$ cat src/design/vps_pkg.sv
// shared widths, types and register codes for the verlet particle step block
package vps_pkg;

    // coordinate format and fixed operand widths
    localparam int COORD_W   = 48;
    localparam int MASS_W    = 32;
    localparam int DT_W      = 32;
    localparam int MASS_FRAC = 16;
    localparam int REST_W    = 48;
    localparam int AXES      = 3;

    // widest configuration register sets the write data width
    localparam int CFG_W = (REST_W > DT_W) ? REST_W : DT_W;

    // step path: exact difference, small components squared
    localparam int STEP_W  = COORD_W + 1;
    localparam int SMALL_W = REST_W / 2;
    localparam int SQ_W    = 2 * SMALL_W;
    localparam int SQSUM_W = SQ_W + 2;

    // acceleration path: split product, quotient and signed term
    localparam int HALF_W   = COORD_W / 2;
    localparam int PPLO_W   = HALF_W + DT_W;
    localparam int PPHI_W   = (COORD_W - HALF_W) + DT_W;
    localparam int PROD_W   = COORD_W + DT_W;
    localparam int NUM_W    = PROD_W - MASS_FRAC;
    localparam int ACC_W    = NUM_W + 1;
    localparam int SUM_W    = ACC_W + 2;

    // pipeline depths
    localparam int DIV_STEPS = NUM_W;
    localparam int STEP_LAT  = 4;
    localparam int ACC_LAT   = DIV_STEPS + 4;
    localparam int DLY_LEN   = ACC_LAT - STEP_LAT;

    typedef logic signed [COORD_W-1:0] t_coord;
    typedef logic signed [STEP_W-1:0]  t_step;
    typedef logic signed [ACC_W-1:0]   t_acc;
    typedef logic [MASS_W-1:0]         t_mass;
    typedef logic [DT_W-1:0]           t_dt;
    typedef logic [REST_W-1:0]         t_rest;
    typedef logic [CFG_W-1:0]          t_cfg_data;

    // configuration register indexes
    typedef enum logic [0:0] {
        CFG_DT_SQ   = 1'b0,
        CFG_REST_SQ = 1'b1
    } t_cfg_idx;

    localparam t_dt   DT_SQ_RESET   = t_dt'(1193046);
    localparam t_rest REST_SQ_RESET = '0;

    // sideband carried alongside the quotient
    typedef struct packed {
        logic neg;
        logic mass_zero;
    } t_div_side;

    typedef struct packed {
        t_coord pos_x;
        t_coord pos_y;
        t_coord pos_z;
        t_coord prior_x;
        t_coord prior_y;
        t_coord prior_z;
        t_coord force_x;
        t_coord force_y;
        t_coord force_z;
        t_mass  mass;
    } t_in_item;

    typedef struct packed {
        t_coord new_x;
        t_coord new_y;
        t_coord new_z;
        t_coord next_prior_x;
        t_coord next_prior_y;
        t_coord next_prior_z;
    } t_out_item;

endpackage

$ cat src/design/vps_step.sv
// step vector with rest check on its squared length
module vps_step (
    input  logic            i_clk,
    input  vps_pkg::t_coord i_pos   [vps_pkg::AXES],
    input  vps_pkg::t_coord i_prior [vps_pkg::AXES],
    input  vps_pkg::t_rest  i_rest,
    output vps_pkg::t_coord o_pos   [vps_pkg::AXES],
    output vps_pkg::t_step  o_step  [vps_pkg::AXES]
);
    import vps_pkg::*;

    t_step              r_d1    [AXES];
    t_coord             r_pos1  [AXES];
    logic [SMALL_W-1:0] r_small2 [AXES];
    logic               r_big2;
    t_step              r_d2    [AXES];
    t_coord             r_pos2  [AXES];
    logic [SQ_W-1:0]    r_sq3   [AXES];
    logic               r_big3;
    t_step              r_d3    [AXES];
    t_coord             r_pos3  [AXES];
    t_step              r_step4 [AXES];
    t_coord             r_pos4  [AXES];

    t_step              n_d1    [AXES];
    logic [STEP_W-1:0]  n_mag   [AXES];
    logic               n_big2;
    logic [SQ_W-1:0]    n_sq3   [AXES];
    logic [SQSUM_W-1:0] n_sum;
    logic               n_rest;

    // exact difference, one bit wider than a coordinate
    always_comb begin
        for (int a = 0; a < AXES; a++) begin
            n_d1[a] = STEP_W'(i_pos[a]) - STEP_W'(i_prior[a]);
        end
    end

    always_ff @(posedge i_clk) begin
        r_d1   <= n_d1;
        r_pos1 <= i_pos;
    end

    // magnitudes; any large component keeps the particle moving
    always_comb begin
        n_big2 = 1'b0;
        for (int a = 0; a < AXES; a++) begin
            n_mag[a] = r_d1[a][STEP_W-1] ? STEP_W'(-r_d1[a]) : STEP_W'(r_d1[a]);
            n_big2   = n_big2 | (|n_mag[a][STEP_W-1:SMALL_W]);
        end
    end

    always_ff @(posedge i_clk) begin
        for (int a = 0; a < AXES; a++) begin
            r_small2[a] <= n_mag[a][SMALL_W-1:0];
        end
        r_big2 <= n_big2;
        r_d2   <= r_d1;
        r_pos2 <= r_pos1;
    end

    // squares of the small components
    always_comb begin
        for (int a = 0; a < AXES; a++) begin
            n_sq3[a] = SQ_W'(r_small2[a]) * SQ_W'(r_small2[a]);
        end
    end

    always_ff @(posedge i_clk) begin
        r_sq3  <= n_sq3;
        r_big3 <= r_big2;
        r_d3   <= r_d2;
        r_pos3 <= r_pos2;
    end

    // sum and threshold compare, zero the step at rest
    always_comb begin
        n_sum = '0;
        for (int a = 0; a < AXES; a++) begin
            n_sum = n_sum + SQSUM_W'(r_sq3[a]);
        end
        n_rest = ~r_big3 && (n_sum < SQSUM_W'(i_rest));
    end

    always_ff @(posedge i_clk) begin
        for (int a = 0; a < AXES; a++) begin
            r_step4[a] <= n_rest ? t_step'(0) : r_d3[a];
        end
        r_pos4 <= r_pos3;
    end

    assign o_pos  = r_pos4;
    assign o_step = r_step4;

endmodule

$ cat config.mk
export PLATFORM = sky130hd
export DESIGN_NAME = vps_step
export DESIGN_NICKNAME = d
export VERILOG_FILES = /design/src/design/vps_pkg.sv /design/src/design/vps_step.sv
export SDC_FILE = /design/constraint.sdc
export NUM_CORES = 2
export LEC_CHECK = 0
export BUFFER_PORTS_ARGS = -buffer_cell sky130_fd_sc_hd__buf_2
export CORE_UTILIZATION = 60
export CTS_BUF_LIST = sky130_fd_sc_hd__clkbuf_8 sky130_fd_sc_hd__clkbuf_16
export CTS_CLUSTER_SIZE = 24
export DETAILED_ROUTE_END_ITERATION = 6
export PLACE_DENSITY_LB_ADDON = 0.3
export SLEW_MARGIN = 15
export SYNTH_ARGS = -nofsm -noshare
export SYNTH_HDL_FRONTEND = slang
export SYNTH_SLANG_ARGS = --single-unit
$ cat constraint.sdc
create_clock -name i_clk -period 9.08 [get_ports i_clk]
set_input_delay 0.454 -clock i_clk [delete_from_list [all_inputs] [get_ports i_clk]]
set_output_delay 0.454 -clock i_clk [all_outputs]
set_load 0.01 [all_outputs]
Yosys cells after proc, flatten, opt, wreduce, memory -nomap -nowiden
Memories as Yosys holds them, arrays and structs flattened.
Cells that the tools add are included.
{"block": "totals", "memories": 1, "elab_cells": 52, "output_inout_bits": 291, "regBits": 1310, "ram_bits": 72, "in_bits": 337}
{"memory": "r_small2", "depth": 3, "word_bits": 24, "rd": 3, "rd_ports_with_merged_regs": 0, "wr": 3, "line_no": "vps_step.sv:14", "text": "logic [SMALL_W-1:0] r_small2 [AXES];"}
{"block": "classes", "add_sub_neg": 8, "magnitude_cmp": 1, "n_mul": 3, "mux": 3, "n_reduce_logical": 4, "n_bitwise": 3}
{"op": "49-bit 2-to-1 mux", "count": 3}
{"op": "49-bit negation", "count": 3}
{"op": "48-bit by 48-bit subtractor with 49-bit output", "count": 3}
{"op": "24-bit by 24-bit multiplier with 48-bit output", "count": 3}
{"op": "25-bit OR reduction", "count": 3}
{"op": "49-bit by 48-bit adder with 50-bit output", "count": 1}
{"op": "50-bit by 48-bit < comparator with 1-bit output", "count": 1}
{"op": "48-bit by 48-bit adder with 49-bit output", "count": 1}
{"op": "1-bit OR", "count": 2}
{"op": "1-bit logical AND", "count": 1}
{"op": "1-bit NOT", "count": 1}

Logic depth before layout (Yosys ltp)
{"block": "depth", "ltp_word": 5, "ltp_mapped": 29, "depth_no_buf": 28}

Worst setup path before layout
No wires, ideal clock.
{"block": "synth_path", "path_kind": "register to register", "from": "memory r_small2[0][2] (netlist bit)", "to": "register r_sq3[143] (netlist bit)", "required_ns": 8.953, "period_less_slack_ns": 7.350, "setup_ns": 0.127, "arrival_ns": 7.223, "path_stages_with_launch": 27, "slack_ns": 1.730, "cell_sequence": "dfxtp_1 -> clkbuf_1 -> clkbuf_1 -> nand2_1 -> fa_1 -> inv_1 -> fa_1 -> inv_1 -> fa_1 -> inv_1 -> fa_1 -> inv_1 -> fa_1 -> inv_1 -> fa_1 -> fa_1 -> ha_1 -> a21o_1 -> a21o_1 -> a221o_1 -> nand2b_1 -> a32oi_1 -> a221o_1 -> a31oi_1 -> o21ai_0 -> a221oi_1 -> xnor2_1"}
{"element": "start, declared", "line_no": "vps_step.sv:14"}
{"element": "end signal, assigned", "line_no": "vps_step.sv:70", "text": "r_sq3 <= n_sq3;"}
{"element": "end, declared", "line_no": "vps_step.sv:18", "text": "logic [SQ_W-1:0] r_sq3 [AXES];"}

==> metrics.cfg <==
[timing]
grt_setup_unrepaired = false
tns_ps = 0
finalCritPeriodShare = 0.942
fmax_ghz = 0.117
setup_violations = 0
finalHoldViolations = 0
finalClockSkew_ps = 53.7
maxSlewHeadroom = 0.271
whs_ps = 52.0
drv_slew = 0
worst_pin_slew_ps = 1080
fin_crit_ps = 8550

[run_status]
status = complete, no violations

[placed_design]
io_buffers = 627
place_hpwl_um = 186000
placedCellCount = 11700
place.gp.congestion = 0.979

[global_route]
grt.total_usage = 0.305
grt_start_max_net_pins = 78
antenna_found_initial = 8
grt_pass1_vias = 70500
grt-ovfl-total = 0
grt_pass1_wl_um = 373000

[detailed_routing]
avgRoutedWirePerCell_um = 19.3
drtAntennaViolNets = 0
first_pass_iters = 7
remaining_drc_errors = 0
drtIter0Drc = 3827
via_per_inst = 5.34
routed_wl_um = 233000
num_vias = 64700

[floorplan]
ios = 628
die_y_um = 395
rows = 143
core_area_mm2 = 0.153
die_area_mm2 = 0.156
floorplan.initialDensity = 0.607
die_w_um = 395

[worst_setup_path]
cp-end-kind = flop
reg2reg_depth = 26
path_max_fanout = 24
critical_path_arrival_ps = 9220
crit_required_ps = 9750
cp-start-kind = flop
path_class = flop to flop

[yosys]
synth_xor_area_frac = 0.0384
synth-seq-area-share = 0.296
muxShareOfSynthArea = 0.00158
syn_inst = 9196
synthFlopType = dfxtp_1
yosys_warnings = 0
synthAdderAreaFrac = 0.388
synth_edf_count = 0
yosys.area_share.simple = 0.104
ys_types = 89
synth_compound_area_frac = 0.0802
synthArstFlopShare = 0
avgSynthCellArea_um2 = 10.1
ys_ff_latch = 1373
synthesis.area_mm2 = 0.0928
synth_top_family_by_area = adder cells

[cts]
post-cts-setup-buffers = 0
cts_hold_buffers = 148
cts_tree = yes
clk_pin_slew_ps = 70
clkLatencyLatePin_ps = 780
htreeDepth = 4
root_buffer = clkbuf_16
post_cts_resize_count = 0
clockBufferDepth = 3
clock-sinks = 1373
cts_buffers = 137

[final_layout]
fin_nets = 12400
drive_gt1_frac = 0.0985
fin_cells = 12100
syn_to_final_growth_pct = 12.8

[min_path]
hold_depth = 3
hp-class = primary input to flop

[flow_run]
maxCapViolCount = 0

## final cells by class
cell class / instances / area (µm²)
multi-input combinational: 5576 / 56900
fill: 11500 / 48100
sequential: 1373 / 27500
inverter: 2025 / 7600
timing repair buffer: 850 / 5210
clock buffer: 168 / 3850
tap: 2030 / 2540
clock inverter: 80 / 1120
antenna: 1 / 2.50
## layer usage
metal  vias up  GRT usage  routed length (µm)
met5         -          0                  22
met4         4      0.161               13800
met3       625     0.0605               16500
met2      2258      0.519              114000
met1     31800      0.364               89100
li1      30000          -                   -
## cells in the final DEF (no fill, tap or decap), types with 117 or more instances in the layout
master         instances
dfxtp_1             1369
clkbuf_16            137
a21oi_1              334
a21o_1               215
o21ai_0              207
nand2_1              662
xnor2_1              290
and2_1               350
nor2_1               253
fa_1                1317
dlygate4sd3_1        148
inv_1               2042
ha_1                 770
nor2b_1              200
xor2_1               117
buf_2                627
## sequential cells by signal, summed over array words and instances, names as in the netlist
register / count
o_step: 147
r_sq3: 138
r_d2: 147
r_small2: 69
r_pos2: 144
o_pos: 144
r_pos3: 144
r_big3: 1
r_d1: 147
r_d3: 147
r_pos1: 144
r_big2: 1
## final timing paths
check	start	slack, ps	to
setup / recovery	r_small2[0][26]$_DFF_P_	530	r_sq3[88]$_DFF_P_
hold / removal	i_prior[1]	50	r_d1[1]$_DFF_P_
setup reg to reg	r_small2[0][26]$_DFF_P_	530	r_sq3[88]$_DFF_P_
hold reg to reg	r_d2[131]$_DFF_P_	300	r_d3[131]$_DFF_P_
## metrics by stage
step	worst slack, ps	util	area (µm²)
after global placement	819	0.643	98200
after floorplan	1730	-	92800
final	529	0.685	105000
after detailed placement	747	0.643	98200
after CTS	690	0.685	105000
after global routing	136	0.685	105000
## cell families (layout without fill, tap and decap cells)
| kind of cell | after synthesis | in the layout |
|---|---|---|
| other cells | 2 | 4 |
| mux | 13 | 13 |
| fa+ha+maj | 2087 | 2087 |
| buf+inv | 2248 | 3123 |
| simple gates | 1917 | 1917 |
| xor+xnor | 407 | 407 |
| flops | 1373 | 1373 |
| compound gates | 1149 | 1149 |
## critical path, cell delays in order (launching register included)
cell       delay, ps
dfxtp_1          950
nand2_1          250
fa_1             590
inv_1             60
fa_1             530
inv_1             60
fa_1             540
inv_1             60
fa_1             500
inv_1             60
fa_1             520
inv_1             50
fa_1             470
inv_1             50
fa_1             480
inv_1             40
ha_1             340
a21o_1           180
a2111oi_0        620
o31ai_1          160
a31oi_1          360
o21ai_0          240
a221oi_1         570
o211ai_1         210
a31o_2           270
a21oi_1          160
xnor2_1          130
## synth_stat cells (117+ instances only)
cell	instances	area [µm²]
clkbuf_1	217	815
a21o_1	215	1610
ha_1	770	9630
a21oi_1	335	1680
dfxtp_1	1373	27500
xor2_1	117	1020
nor2_1	253	950
nor2b_1	200	1250
inv_1	2023	7590
and2_1	350	2190
nand2_1	662	2480
o21ai_0	207	1040
xnor2_1	290	2540
fa_1	1317	26400
Power is not shown: default switching activity piles up to over one toggle a cycle in this logic, so the estimate is an artifact.
